===== src/hw/rtl/lmph_pkg.sv =====
`timescale 1ns / 1ps
// ----------------------------------------------------------------------------
// Level meter package
// Shared constants, the log2 fraction table, the log stage payload type and
// the configuration type of the level meter with peak hold.
// ----------------------------------------------------------------------------
package lmph_pkg;

   localparam int FLOOR_DB = 48;
   localparam int LOG_MANTISSA_BITS = 6;
   localparam int MANT_SIZE = 1 << LOG_MANTISSA_BITS;

   localparam int AMP_W = 16;
   localparam int FRAC_W = 13;
   localparam int HOLD_W = 8;
   localparam int SEG_W = 7;
   localparam int PSEG_W = 6;
   localparam int LOG_W = 17;
   localparam int CSR_IDX_W = 2;
   localparam int CSR_DATA_W = 13;

   localparam logic [CSR_IDX_W-1:0] CSR_HOLD_TICKS = 2'd0;
   localparam logic [CSR_IDX_W-1:0] CSR_FALL_STEP = 2'd1;
   localparam logic [CSR_IDX_W-1:0] CSR_SEGMENT_COUNT = 2'd2;

   localparam logic [HOLD_W-1:0] HOLD_TICKS_RESET = 8'd33;
   localparam logic [FRAC_W-1:0] FALL_STEP_RESET = 13'd164;
   localparam logic [SEG_W-1:0] SEGMENT_COUNT_RESET = 7'd16;

   localparam logic [FRAC_W-1:0] FULL_Q12 = 13'd4096;
   localparam logic [SEG_W-1:0] SEG_MAX = 7'd64;
   localparam logic [AMP_W-1:0] SILENCE_MAX = 16'd3;

   localparam int Y_W = 42;
   localparam longint DB_PER_OCTAVE_Q16 = 394566;
   localparam longint FLOOR_BIAS = longint'(FLOOR_DB) * 64'h1_0000_0000;
   localparam longint ROUND_BIAS = longint'(FLOOR_DB) * 64'h8_0000;
   localparam longint Y_MAX = DB_PER_OCTAVE_Q16 * 65536 + FLOOR_BIAS + ROUND_BIAS;
   localparam int Z_W = $clog2((Y_MAX >> 20) + 1);
   localparam longint SAT_Z = 4096 * longint'(FLOOR_DB);
   localparam int RECIP_SHIFT = 32;
   localparam longint RECIP = (64'h1_0000_0000 + longint'(FLOOR_DB) - 1) / FLOOR_DB;
   localparam longint L2_OFFSET = 15 * 65536;

   typedef logic [LOG_W-1:0] log_tab_type [MANT_SIZE];

   function automatic log_tab_type build_log_tab();
      log_tab_type tab;
      logic [63:0] x;
      logic [16:0] r;
      logic [17:0] rr;
      for (int k = 0; k < MANT_SIZE; k++) begin
         x = (64'd1 << 30) + (64'(k) << (30 - LOG_MANTISSA_BITS));
         r = '0;
         for (int i = 0; i < 17; i++) begin
            x = (x * x) >> 30;
            r = {r[15:0], (x >= (64'd1 << 31))};
            if (x >= (64'd1 << 31)) begin
               x = x >> 1;
            end
         end
         rr = 18'(r) + 18'd1;
         tab[k] = rr[17:1];
      end
      return tab;
   endfunction

   localparam log_tab_type LOG_TAB = build_log_tab();

   typedef struct packed {
      logic           zero;
      logic [Z_W-1:0] z;
   } log_type;

   typedef struct packed {
      logic [HOLD_W-1:0] hold_ticks;
      logic [FRAC_W-1:0] fall_step;
      logic [SEG_W-1:0]  segment_count;
   } cfg_type;

endpackage


===== src/hw/rtl/level_meter_peak_hold_top.sv =====
`timescale 1ns / 1ps
// ----------------------------------------------------------------------------
// Level meter with peak hold, top level
// Maps each amplitude to a Q12 meter fraction, tracks a held peak and gives
// the LED ladder outputs. Holds the input register and the control registers.
// ----------------------------------------------------------------------------
// The block takes one amplitude per clock cycle while the results are taken
// (rsp_ready), and gives one result for each. An accepted amplitude passes
// every stage in order before its result is offered. There are four registers: an
// input register, a log stage with the decibel multiply, a scale stage with the
// reciprocal multiply, and the peak stage that updates the held peak and fills
// the result register. Every stage has its own valid bit, so bubbles close up
// and the pipeline only stalls once all stages hold an item and the result is
// not taken. Control registers are written through a plain write port and
// should only change while the pipeline is empty.
module level_meter_peak_hold_top (
   input  logic                             clock,
   input  logic                             reset,
   input  logic                             req_valid,
   output logic                             req_ready,
   input  logic [lmph_pkg::AMP_W-1:0]       req_amplitude,
   output logic                             rsp_valid,
   input  logic                             rsp_ready,
   output logic [lmph_pkg::FRAC_W-1:0]      rsp_level,
   output logic [lmph_pkg::FRAC_W-1:0]      rsp_peak,
   output logic [lmph_pkg::SEG_W-1:0]       rsp_lit_count,
   output logic [lmph_pkg::PSEG_W-1:0]      rsp_peak_segment,
   output logic                             rsp_peak_marker_on,
   input  logic                             csr_wr_en,
   input  logic [lmph_pkg::CSR_IDX_W-1:0]   csr_index,
   input  logic [lmph_pkg::CSR_DATA_W-1:0]  csr_wdata
);
   import lmph_pkg::*;

   logic                 amp_valid_ff;
   logic                 amp_valid_in;
   logic [AMP_W-1:0]     amp_ff;
   cfg_type              cfg_ff;
   cfg_type              cfg_in;
   logic                 log_ready;
   logic                 log_valid;
   log_type              log_data;
   logic                 scale_ready;
   logic                 scale_valid;
   logic [FRAC_W-1:0]    scale_level;
   logic                 peak_ready;
   logic                 load;

   assign req_ready = !amp_valid_ff || log_ready;
   assign load = req_valid && req_ready;

   always_comb begin
      amp_valid_in = amp_valid_ff;
      if (load) begin
         amp_valid_in = 1'b1;
      end else if (log_ready) begin
         amp_valid_in = 1'b0;
      end
   end

   always_comb begin
      cfg_in = cfg_ff;
      if (csr_wr_en) begin
         case (csr_index)
            CSR_HOLD_TICKS: begin
               cfg_in.hold_ticks = csr_wdata[HOLD_W-1:0];
            end
            CSR_FALL_STEP: begin
               cfg_in.fall_step = csr_wdata[FRAC_W-1:0];
            end
            CSR_SEGMENT_COUNT: begin
               cfg_in.segment_count = csr_wdata[SEG_W-1:0];
            end
            default: begin
               cfg_in = cfg_ff;
            end
         endcase
      end
   end

   always_ff @(posedge clock) begin
      if (reset) begin
         amp_valid_ff <= 1'b0;
         cfg_ff.hold_ticks <= HOLD_TICKS_RESET;
         cfg_ff.fall_step <= FALL_STEP_RESET;
         cfg_ff.segment_count <= SEGMENT_COUNT_RESET;
      end else begin
         amp_valid_ff <= amp_valid_in;
         cfg_ff <= cfg_in;
      end
   end

   always_ff @(posedge clock) begin
      if (load) begin
         amp_ff <= req_amplitude;
      end
   end

   lmph_log_stage u_log (
      .clock     (clock),
      .reset     (reset),
      .in_valid  (amp_valid_ff),
      .in_ready  (log_ready),
      .amplitude (amp_ff),
      .out_valid (log_valid),
      .out_ready (scale_ready),
      .out_data  (log_data)
   );

   lmph_scale_stage u_scale (
      .clock     (clock),
      .reset     (reset),
      .in_valid  (log_valid),
      .in_ready  (scale_ready),
      .in_data   (log_data),
      .out_valid (scale_valid),
      .out_ready (peak_ready),
      .level     (scale_level)
   );

   lmph_peak_stage u_peak (
      .clock              (clock),
      .reset              (reset),
      .cfg                (cfg_ff),
      .in_valid           (scale_valid),
      .in_ready           (peak_ready),
      .level              (scale_level),
      .rsp_valid          (rsp_valid),
      .rsp_ready          (rsp_ready),
      .rsp_level          (rsp_level),
      .rsp_peak           (rsp_peak),
      .rsp_lit_count      (rsp_lit_count),
      .rsp_peak_segment   (rsp_peak_segment),
      .rsp_peak_marker_on (rsp_peak_marker_on)
   );

endmodule


===== src/hw/rtl/lmph_log_stage.sv =====
`timescale 1ns / 1ps
// ----------------------------------------------------------------------------
// Level meter log stage
// Takes the log2 of the amplitude from the leading-one position and a table,
// scales it to decibels and adds the floor, and registers the scaled value.
// ----------------------------------------------------------------------------
module lmph_log_stage (
   input  logic                         clock,
   input  logic                         reset,
   input  logic                         in_valid,
   output logic                         in_ready,
   input  logic [lmph_pkg::AMP_W-1:0]   amplitude,
   output logic                         out_valid,
   input  logic                         out_ready,
   output lmph_pkg::log_type            out_data
);
   import lmph_pkg::*;

   logic                                 valid_ff;
   logic                                 valid_in;
   log_type                              data_ff;
   log_type                              data_in;
   logic [3:0]                           lead;
   logic [AMP_W+LOG_MANTISSA_BITS-1:0]   shifted;
   logic [LOG_MANTISSA_BITS-1:0]         mant;
   logic [20:0]                          l2;
   logic signed [21:0]                   xs;
   logic signed [Y_W-1:0]                y;
   logic [Y_W-1:0]                       u;
   logic                                 load;

   assign in_ready = !valid_ff || out_ready;
   assign load = in_valid && in_ready;

   always_comb begin
      lead = '0;
      for (int i = 0; i < AMP_W; i++) begin
         if (amplitude[i]) begin
            lead = 4'(i);
         end
      end
      shifted = {amplitude, {LOG_MANTISSA_BITS{1'b0}}} >> lead;
      mant = shifted[LOG_MANTISSA_BITS-1:0];
      l2 = 21'({lead, 16'h0000}) + 21'(LOG_TAB[mant]);
      xs = $signed({1'b0, l2}) - 22'(L2_OFFSET);
      y = Y_W'(xs) * Y_W'(DB_PER_OCTAVE_Q16) + Y_W'(FLOOR_BIAS);
      u = unsigned'(y) + Y_W'(ROUND_BIAS);
      data_in.zero = (amplitude <= SILENCE_MAX) || y[Y_W-1] || (y == '0);
      data_in.z = u[20 +: Z_W];
   end

   always_comb begin
      valid_in = valid_ff;
      if (load) begin
         valid_in = 1'b1;
      end else if (out_ready) begin
         valid_in = 1'b0;
      end
   end

   always_ff @(posedge clock) begin
      if (reset) begin
         valid_ff <= 1'b0;
      end else begin
         valid_ff <= valid_in;
      end
   end

   always_ff @(posedge clock) begin
      if (load) begin
         data_ff <= data_in;
      end
   end

   assign out_valid = valid_ff;
   assign out_data = data_ff;

endmodule


===== src/hw/rtl/lmph_scale_stage.sv =====
`timescale 1ns / 1ps
// ----------------------------------------------------------------------------
// Level meter scale stage
// Divides the scaled decibel value by the floor through a reciprocal multiply,
// saturates at full scale, gives zero on the zero flag and registers the fraction.
// ----------------------------------------------------------------------------
module lmph_scale_stage (
   input  logic                         clock,
   input  logic                         reset,
   input  logic                         in_valid,
   output logic                         in_ready,
   input  lmph_pkg::log_type            in_data,
   output logic                         out_valid,
   input  logic                         out_ready,
   output logic [lmph_pkg::FRAC_W-1:0]  level
);
   import lmph_pkg::*;

   logic                          valid_ff;
   logic                          valid_in;
   logic [FRAC_W-1:0]             level_ff;
   logic [FRAC_W-1:0]             level_in;
   logic [Z_W+RECIP_SHIFT-1:0]    prod;
   logic                          load;

   assign in_ready = !valid_ff || out_ready;
   assign load = in_valid && in_ready;

   always_comb begin
      prod = (Z_W+RECIP_SHIFT)'(in_data.z) * (Z_W+RECIP_SHIFT)'(RECIP);
      if (in_data.zero) begin
         level_in = '0;
      end else if (in_data.z >= Z_W'(SAT_Z)) begin
         level_in = FULL_Q12;
      end else begin
         level_in = prod[RECIP_SHIFT +: FRAC_W];
      end
   end

   always_comb begin
      valid_in = valid_ff;
      if (load) begin
         valid_in = 1'b1;
      end else if (out_ready) begin
         valid_in = 1'b0;
      end
   end

   always_ff @(posedge clock) begin
      if (reset) begin
         valid_ff <= 1'b0;
      end else begin
         valid_ff <= valid_in;
      end
   end

   always_ff @(posedge clock) begin
      if (load) begin
         level_ff <= level_in;
      end
   end

   assign out_valid = valid_ff;
   assign level = level_ff;

endmodule


===== src/hw/rtl/lmph_peak_stage.sv =====
`timescale 1ns / 1ps
// ----------------------------------------------------------------------------
// Level meter peak stage
// Updates the held peak and its hold counter, derives the LED ladder
// outputs and holds the result register.
// ----------------------------------------------------------------------------
module lmph_peak_stage (
   input  logic                          clock,
   input  logic                          reset,
   input  lmph_pkg::cfg_type             cfg,
   input  logic                          in_valid,
   output logic                          in_ready,
   input  logic [lmph_pkg::FRAC_W-1:0]   level,
   output logic                          rsp_valid,
   input  logic                          rsp_ready,
   output logic [lmph_pkg::FRAC_W-1:0]   rsp_level,
   output logic [lmph_pkg::FRAC_W-1:0]   rsp_peak,
   output logic [lmph_pkg::SEG_W-1:0]    rsp_lit_count,
   output logic [lmph_pkg::PSEG_W-1:0]   rsp_peak_segment,
   output logic                          rsp_peak_marker_on
);
   import lmph_pkg::*;

   logic                 valid_ff;
   logic                 valid_in;
   logic [FRAC_W-1:0]    peak_ff;
   logic [FRAC_W-1:0]    peak_in;
   logic [HOLD_W-1:0]    hold_ff;
   logic [HOLD_W-1:0]    hold_in;
   logic [FRAC_W-1:0]    level_ff;
   logic [FRAC_W-1:0]    out_peak_ff;
   logic [SEG_W-1:0]     lit_ff;
   logic [SEG_W-1:0]     lit_in;
   logic [PSEG_W-1:0]    pseg_ff;
   logic [PSEG_W-1:0]    pseg_in;
   logic                 marker_ff;
   logic                 marker_in;
   logic [FRAC_W-1:0]    dropped;
   logic [SEG_W-1:0]     seg_n;
   logic [19:0]          lit_prod;
   logic [19:0]          pk_prod;
   logic [SEG_W-1:0]     pk_ceil;
   logic [SEG_W-1:0]     pk_seg_wide;
   logic                 load;

   assign in_ready = !valid_ff || rsp_ready;
   assign load = in_valid && in_ready;

   always_comb begin
      dropped = (peak_ff > cfg.fall_step) ? (peak_ff - cfg.fall_step) : '0;
      peak_in = peak_ff;
      hold_in = hold_ff;
      if (level >= peak_ff) begin
         peak_in = level;
         hold_in = cfg.hold_ticks;
      end else if (hold_ff != '0) begin
         hold_in = hold_ff - 1'b1;
      end else begin
         peak_in = (dropped > level) ? dropped : level;
      end
   end

   always_comb begin
      if (cfg.segment_count == '0) begin
         seg_n = 7'd1;
      end else if (cfg.segment_count > SEG_MAX) begin
         seg_n = SEG_MAX;
      end else begin
         seg_n = cfg.segment_count;
      end
      lit_prod = 20'(level) * 20'(seg_n) + 20'(FULL_Q12 - 1'b1);
      pk_prod = 20'(peak_in) * 20'(seg_n) + 20'(FULL_Q12 - 1'b1);
      lit_in = lit_prod[12 +: SEG_W];
      pk_ceil = pk_prod[12 +: SEG_W];
      pk_seg_wide = pk_ceil - 1'b1;
      if (peak_in != '0) begin
         pseg_in = pk_seg_wide[PSEG_W-1:0];
         marker_in = (pk_seg_wide >= lit_in);
      end else begin
         pseg_in = '0;
         marker_in = 1'b0;
      end
   end

   always_comb begin
      valid_in = valid_ff;
      if (load) begin
         valid_in = 1'b1;
      end else if (rsp_ready) begin
         valid_in = 1'b0;
      end
   end

   always_ff @(posedge clock) begin
      if (reset) begin
         valid_ff <= 1'b0;
         peak_ff <= '0;
         hold_ff <= '0;
      end else begin
         valid_ff <= valid_in;
         if (load) begin
            peak_ff <= peak_in;
            hold_ff <= hold_in;
         end
      end
   end

   always_ff @(posedge clock) begin
      if (load) begin
         level_ff <= level;
         out_peak_ff <= peak_in;
         lit_ff <= lit_in;
         pseg_ff <= pseg_in;
         marker_ff <= marker_in;
      end
   end

   assign rsp_valid = valid_ff;
   assign rsp_level = level_ff;
   assign rsp_peak = out_peak_ff;
   assign rsp_lit_count = lit_ff;
   assign rsp_peak_segment = pseg_ff;
   assign rsp_peak_marker_on = marker_ff;

   peak_not_below_level: assert property (@(posedge clock) disable iff (reset)
      rsp_valid |-> (rsp_peak >= rsp_level))
      else $error("held peak below level");

   peak_in_range: assert property (@(posedge clock) disable iff (reset)
      peak_ff <= FULL_Q12)
      else $error("held peak above full scale");

   marker_needs_peak: assert property (@(posedge clock) disable iff (reset)
      (rsp_valid && rsp_peak_marker_on) |-> (rsp_peak != '0))
      else $error("peak marker shown with zero peak");

endmodule

===== config.mk =====
export PLATFORM = sky130hd
export DESIGN_NAME = level_meter_peak_hold_top
export DESIGN_NICKNAME = d
export VERILOG_FILES = /design/src/hw/rtl/lmph_pkg.sv /design/src/hw/rtl/level_meter_peak_hold_top.sv /design/src/hw/rtl/lmph_log_stage.sv /design/src/hw/rtl/lmph_scale_stage.sv /design/src/hw/rtl/lmph_peak_stage.sv
export SDC_FILE = /design/constraint.sdc
export NUM_CORES = 1
export LEC_CHECK = 0
export ABC_AREA = 0
export BUFFER_PORTS_ARGS = -buffer_cell sky130_fd_sc_hd__buf_2
export CORE_MARGIN = 3
export CORE_UTILIZATION = 30
export CTS_CLUSTER_SIZE = 14
export DETAILED_ROUTE_END_ITERATION = 8
export GPL_TIMING_DRIVEN = 0
export HOLD_SLACK_MARGIN = 0.05
export PLACE_DENSITY = 0.41
export SYNTH_ARGS = -nofsm -noshare
export SYNTH_HDL_FRONTEND = slang
export SYNTH_SLANG_ARGS = --single-unit

===== constraint.sdc =====
create_clock -name clock -period 12.6 [get_ports clock]
set_input_delay 2.52 -clock clock [delete_from_list [all_inputs] [get_ports clock]]
set_output_delay 2.52 -clock clock [all_outputs]
set_load 0.1 [all_outputs]

* Word-level counts from Yosys, hierarchy flattened
Memory sizes are Yosys's and may differ from the RTL's.
Index checks and enable logic that the tools add are counted.
** Storage, ports and cells
- Register bits after elaboration :: 141
- Memory bits (read-only) :: 1088
- Input port bits :: 36
- Logic and storage cells :: 108
- Memories :: 1
** Cells by class
- Add/sub/neg operators :: 9
- $mul :: 4
- Magnitude comparators :: 8
- Equality and inequality tests :: 2
- Shift-type cells :: 1
- Muxes and demuxes :: 34
- Bitwise gates (word level) :: 1
- Reductions and logical operators :: 29
** Memory list
- (no name shown) :: words 64, bits a word 17, read ports 1, clocked after Yosys merged registers in 0, wr ports 0, RTL line lmph_log_stage.sv:44 : l2 = 21'({lead, 16'h0000}) + 21'(LOG_TAB[mant]);
** Operator list (number)
- $mux 13 :: 5
- $mul 18x26->44 const B :: 1
- $add 42x39->42 const B :: 1
- $logic_not 42->1 :: 1
- $mul 22x19->41 const B :: 1
- $add 19x12->19 const B :: 2
- $add 38x25->38 const B :: 1
- $mul 13x7->19 :: 2
- $mux 17 :: 2
- $mux 4 :: 8
- $gt 13x13->1 :: 2
- $shr 22x4->6 :: 1
- $sub 21x20->22 const B :: 1
- $add 20x17->21 :: 1
- $ge 18x18->1 const B :: 1
- $le 16x2->1 const B :: 1
- $mux 8 :: 2
- $mux 7 :: 2
- $ge 13x13->1 :: 1
- $reduce_bool 13->1 :: 1
- $sub 13x13->13 :: 1
- $mux 3 :: 4
- $reduce_bool 2->1 :: 5
- $mux 1 :: 9
- other kinds (17) :: 32

* Depth between registers and ports, before layout
- Depth in word-level cells :: 26
- Gate-level depth with buffers :: 53
- Gate-level depth less buffers :: 48

* Hierarchy
From an unflattened synthesis, not the netlist that was laid out.
** Second synthesis, totals
- Cells, all modules :: 3167
- Area total of the unflattened synthesis :: 27800.4 um2
** Modules (own cells, without submodules)
- lmph_log_stage :: instances 1, cells each 1235, area each 10221.1 um2, seq. area each 590.6 um2
- lmph_peak_stage :: instances 1, cells each 1153, area each 9789.4 um2, seq. area each 1641.6 um2
- lmph_scale_stage :: instances 1, cells each 642, area each 6078.3 um2, seq. area each 410.4 um2
- level_meter_peak_hold_top :: instances 1, cells each 137, area each 1711.6 um2, seq. area each 1061.0 um2

* Least setup slack after synthesis
OpenSTA, ideal clock, no wires.
- Kind :: register to register
- From :: reg amp_ff[12]
- To :: reg u_log.data_ff (netlist bit u_log.out_data[18]), data pin
- Arrival :: 10.734 ns
- Required time :: 12.442 ns
- Path slack :: 1.708 ns
- Stages on the path, launching flop included :: 50
- Path buffers :: 5
- Clock period less this slack :: 10.892 ns
- Path through :: edfxtp_1 -> buf_2 -> inv_1 -> a21oi_1 -> o21ai_0 -> o21a_1 -> buf_2 -> inv_1 -> buf_2 -> o211ai_1 -> o211ai_1 -> a2bb2oi_1 -> clkbuf_1 -> inv_1 -> ha_1 -> clkbuf_1 -> nor2_1 -> a211oi_1 -> [... 14 more ...] -> and2_1 -> a211o_1 -> a31o_2 -> a31oi_1 -> a21oi_1 -> a41oi_1 -> xor2_1 -> ha_1 -> nand3_1 -> nor3_1 -> o2111ai_1 -> a2111oi_0 -> nand4b_1 -> nor4_1 -> nand3_1 -> or4_1 -> or4_1 -> o211ai_1
** RTL lines
- from (decl) :: RTL line level_meter_peak_hold_top.sv:37 : logic [AMP_W-1:0] amp_ff;
- from (signal assigned) :: RTL line level_meter_peak_hold_top.sv:95 : amp_ff <= req_amplitude;
- to (signal assigned) :: RTL line lmph_log_stage.sv:71 : data_ff <= data_in;
- to (decl) :: RTL line lmph_log_stage.sv:21 : log_type data_ff;

==> flow_metrics.env <==
export IMPL_fin_crit_ns=12.05
export IMPL_path_clk_slew_ns=0.06
export IMPL_avgSynthCellArea_sq_um=9.036
export IMPL_synth_adder_area_share_pct=45.47
export IMPL_num_vias=20592
export IMPL_grt_pass1_vias=21683
export IMPL_overflow=0
export IMPL_cts_buffers=17
export IMPL_critPathKind="reg2reg"
export IMPL_core_area_sq_um=85550
export IMPL_drc=0
export IMPL_io_buffers=76
export IMPL_hpwl_um=64120
export IMPL_worst_clock_skew_ns=0.01154
export IMPL_synth_compound_area_share_pct=13.27
export IMPL_seq_area_sq_um=3704
export IMPL_multiInputGateArea_sq_um=20190
export IMPL_maxCapViolCount=0
export IMPL_hold_viol_final=0
export IMPL_status="complete, no violations"
export IMPL_synth_area_top_cells="fa_1 24%, ha_1 21%, edfxtp_1 10%"
export IMPL_synth_xor_area_share_pct=3.892
export IMPL_vias_per_cell=4.954
export IMPL_die_area_sq_um=90260
export IMPL_cts_tree="yes"
export IMPL_finalNonFillerCells=4157
export IMPL_synth_most_common_cell="inv_1"
export IMPL_hold_buffers=0
export IMPL_h_tree_depth=4
export IMPL_die_height_um=300.4
export IMPL_grt_max_degree=33
export IMPL_grt_use_met1_pct=21.62
export IMPL_synth_edf_count=88
export IMPL_diodes=0
export IMPL_nets=3792
export IMPL_cp_end_kind="register"
export IMPL_hold_start="cfg_ff[19]$_SDFFE_PP0P_"
export IMPL_clock_root_buffer="clkbuf_16"
export IMPL_async_flop_share_pct=0
export IMPL_synth_seq_cells=141
export IMPL_clk_insertion_delay_late_ns=0.47
export IMPL_ant_nets=0
export IMPL_synth_simple_area_share_pct=12.16
export IMPL_yosysTopAreaCell="fa_1"
export IMPL_max_stage_delay_ns=0.61
export IMPL_tightest_slew_ns=1.246
export IMPL_r2r_start="amp_ff[7]$_DFFE_PP_"
export IMPL_gr_usage_met2_pct=30.56
export IMPL_ys_types=94
export IMPL_final_setup_viol_count=0
export IMPL_startpoint="amp_ff[7]$_DFFE_PP_"
export IMPL_critical_path_max_fanout=10
export IMPL_placed_cells=4101
export IMPL_antenna_found_initial=2
export IMPL_critical_path_arrival_ns=12.36
export IMPL_ys_flop_type="edfxtp_1"
export IMPL_synth_cells=2878
export IMPL_hold_class="reg2reg"
export IMPL_start_util_pct=30.40
export IMPL_cts_sinks=141
export IMPL_reg2reg_slack_ns=0.55
export IMPL_slew_violations=0
export IMPL_synthToLayoutAreaGrowth_pct=11.40
export IMPL_cp_slowest_cell="fa_1"
export IMPL_syn_area_sq_um=26010
export IMPL_ys_seq_area_share_pct=14.24
export IMPL_grt_first_pass_wirelength_um=120700
export IMPL_muxShareOfSynthArea_pct=1.679
export IMPL_place_gp_congestion=0.8833
export IMPL_synth_commonest_cells="538 x inv_1, 441 x ha_1, 315 x fa_1"
export IMPL_nFillCells=8942
export IMPL_grt_usage_pct=17.00
export IMPL_syn_num_nets=3670
export IMPL_busiest_layer="met2"
export IMPL_cts_path_max_buffers=2
export IMPL_yosysWarnings=0
export IMPL_synth_top_family_by_area="adder cells"
export IMPL_drtPass1Iterations=5
export IMPL_drt_wl_total_um=76260
export IMPL_fmax_mhz=82.96
export IMPL_critPathRequiredTime_ns=12.91
export IMPL_num_rows=107
export IMPL_yosys_area_top_type_share_pct=24.25
export IMPL_fin_crit_sh_pct=95.66
export IMPL_grt_util_met3_pct=1.983
export IMPL_max_slew_margin_pct=16.94
export IMPL_drt_iter0_markers=986
export IMPL_drive_above_1_share_pct=8.065
export IMPL_rsz0062_at_grt="yes"
export IMPL_ios=78
export IMPL_die_w_um=300.4
export IMPL_start_kind="register"
export IMPL_wl_per_cell_um=18.34
registers in the layout (all words and copies together) (netlist names), 6 cells and up:
register                 count
amp_ff                      16
cfg_ff                      28
u_log.out_data              19
u_peak.hold_ff               8
u_peak.peak_ff              13
u_peak.rsp_level            13
u_peak.rsp_lit_count         7
u_peak.rsp_peak             13
u_peak.rsp_peak_segment      6
u_scale.level               13
cell families (layout without fill, tap and decap cells):
family / after synthesis / in the layout
fa+ha+maj: 756 / 756
mux: 43 / 43
buf+inv: 632 / 767
xor+xnor: 114 / 114
simple gates: 670 / 670
flops: 141 / 141
compound gates: 522 / 522
routing by layer:
| layer | part of all wire (%) | wire length (um) |
|---|---|---|
| met4 | 2.0 | 1491 |
| met1 | 44 | 33660 |
| met3 | 3.0 | 2305 |
| met2 | 51 | 38770 |
| met5 | 0.035 | 27 |
worst max-delay path, delay by kind of cell (launching register included):
family	cells	cell delay (ns)
adder cells (fa/ha/maj)	8	3.36
buffers and inverters	10	1.88
AO/OA/AOI/OAI	17	3.63
AND/OR/NAND/NOR	10	2.44
XOR/XNOR	1	0.13
flip-flops	1	0.43
what timing repair did:
action | CTS | global route
gates resized for setup | 40 | 45
endpoints found under the setup margin | 1 | 2
setup buffers | 8 | 19
pin swaps | 1 | 7
per-stage QoR:
| stage | cell area (sq um) | worst slack, ns | TNS (ns) | utilization [%] | hold slack (ns) |
|---|---|---|---|---|---|
| final | 28970 | 0.5466 | 0 | 33.86 | 0.4576 |
| after global routing | 28970 | -0.09848 | -0.09848 | 33.86 | 0.4763 |
| after CTS | 28650 | 0.0002167 | 0 | 33.49 | 0.4628 |
| after detailed placement | 27890 | -2.031 | -2.031 | 32.60 | 0.4539 |
| after global placement | 27820 | -2.232 | -2.232 | 32.52 | 0.4506 |
| after floorplan | 26010 | 1.708 | 0 | - | 0.4363 |
path summary, 6_finish.rpt:
check / end / depth (start not counted)
max: u_log.out_data[18]$_DFFE_PP_ / 46
min: cfg_ff[19]$_SDFFE_PP0P_ / 2
max reg2reg: u_log.out_data[18]$_DFFE_PP_ / 46
min reg2reg: cfg_ff[19]$_SDFFE_PP0P_ / 2
cell usage in the layout, fill, tap and decap left out, types with 17 or more instances in the layout:
| cell | instances |
|---|---|
| inv_1 | 536 |
| ha_1 | 438 |
| fa_1 | 315 |
| nand2_1 | 247 |
| nor2_1 | 168 |
| a21oi_1 | 157 |
| o21ai_0 | 90 |
| buf_2 | 88 |
| edfxtp_1 | 88 |
| xnor2_1 | 72 |
| clkbuf_1 | 56 |
| dfxtp_1 | 53 |
| a21o_1 | 41 |
| xor2_1 | 40 |
| and2_1 | 40 |
| nand3_1 | 35 |
| mux2i_1 | 34 |
| buf_4 | 31 |
| nor2b_1 | 29 |
| nor3_1 | 27 |
| a211oi_1 | 24 |
| nand2b_1 | 19 |
| clkbuf_16 | 17 |
final cells by class:
type,instances,area share (%)
Buffer,89,1.447
Clock buffer,21,1.624
Clock inverter,11,0.2807
Inverter,540,7.018
Multi-Input combinational cell,2105,69.68
Sequential cell,141,12.78
Tap cell,1144,4.941
Timing Repair Buffer,106,2.229
Power is left out: the tool's default activity adds up to more than one toggle a clock period on the data nets, which glitch-free logic cannot reach.
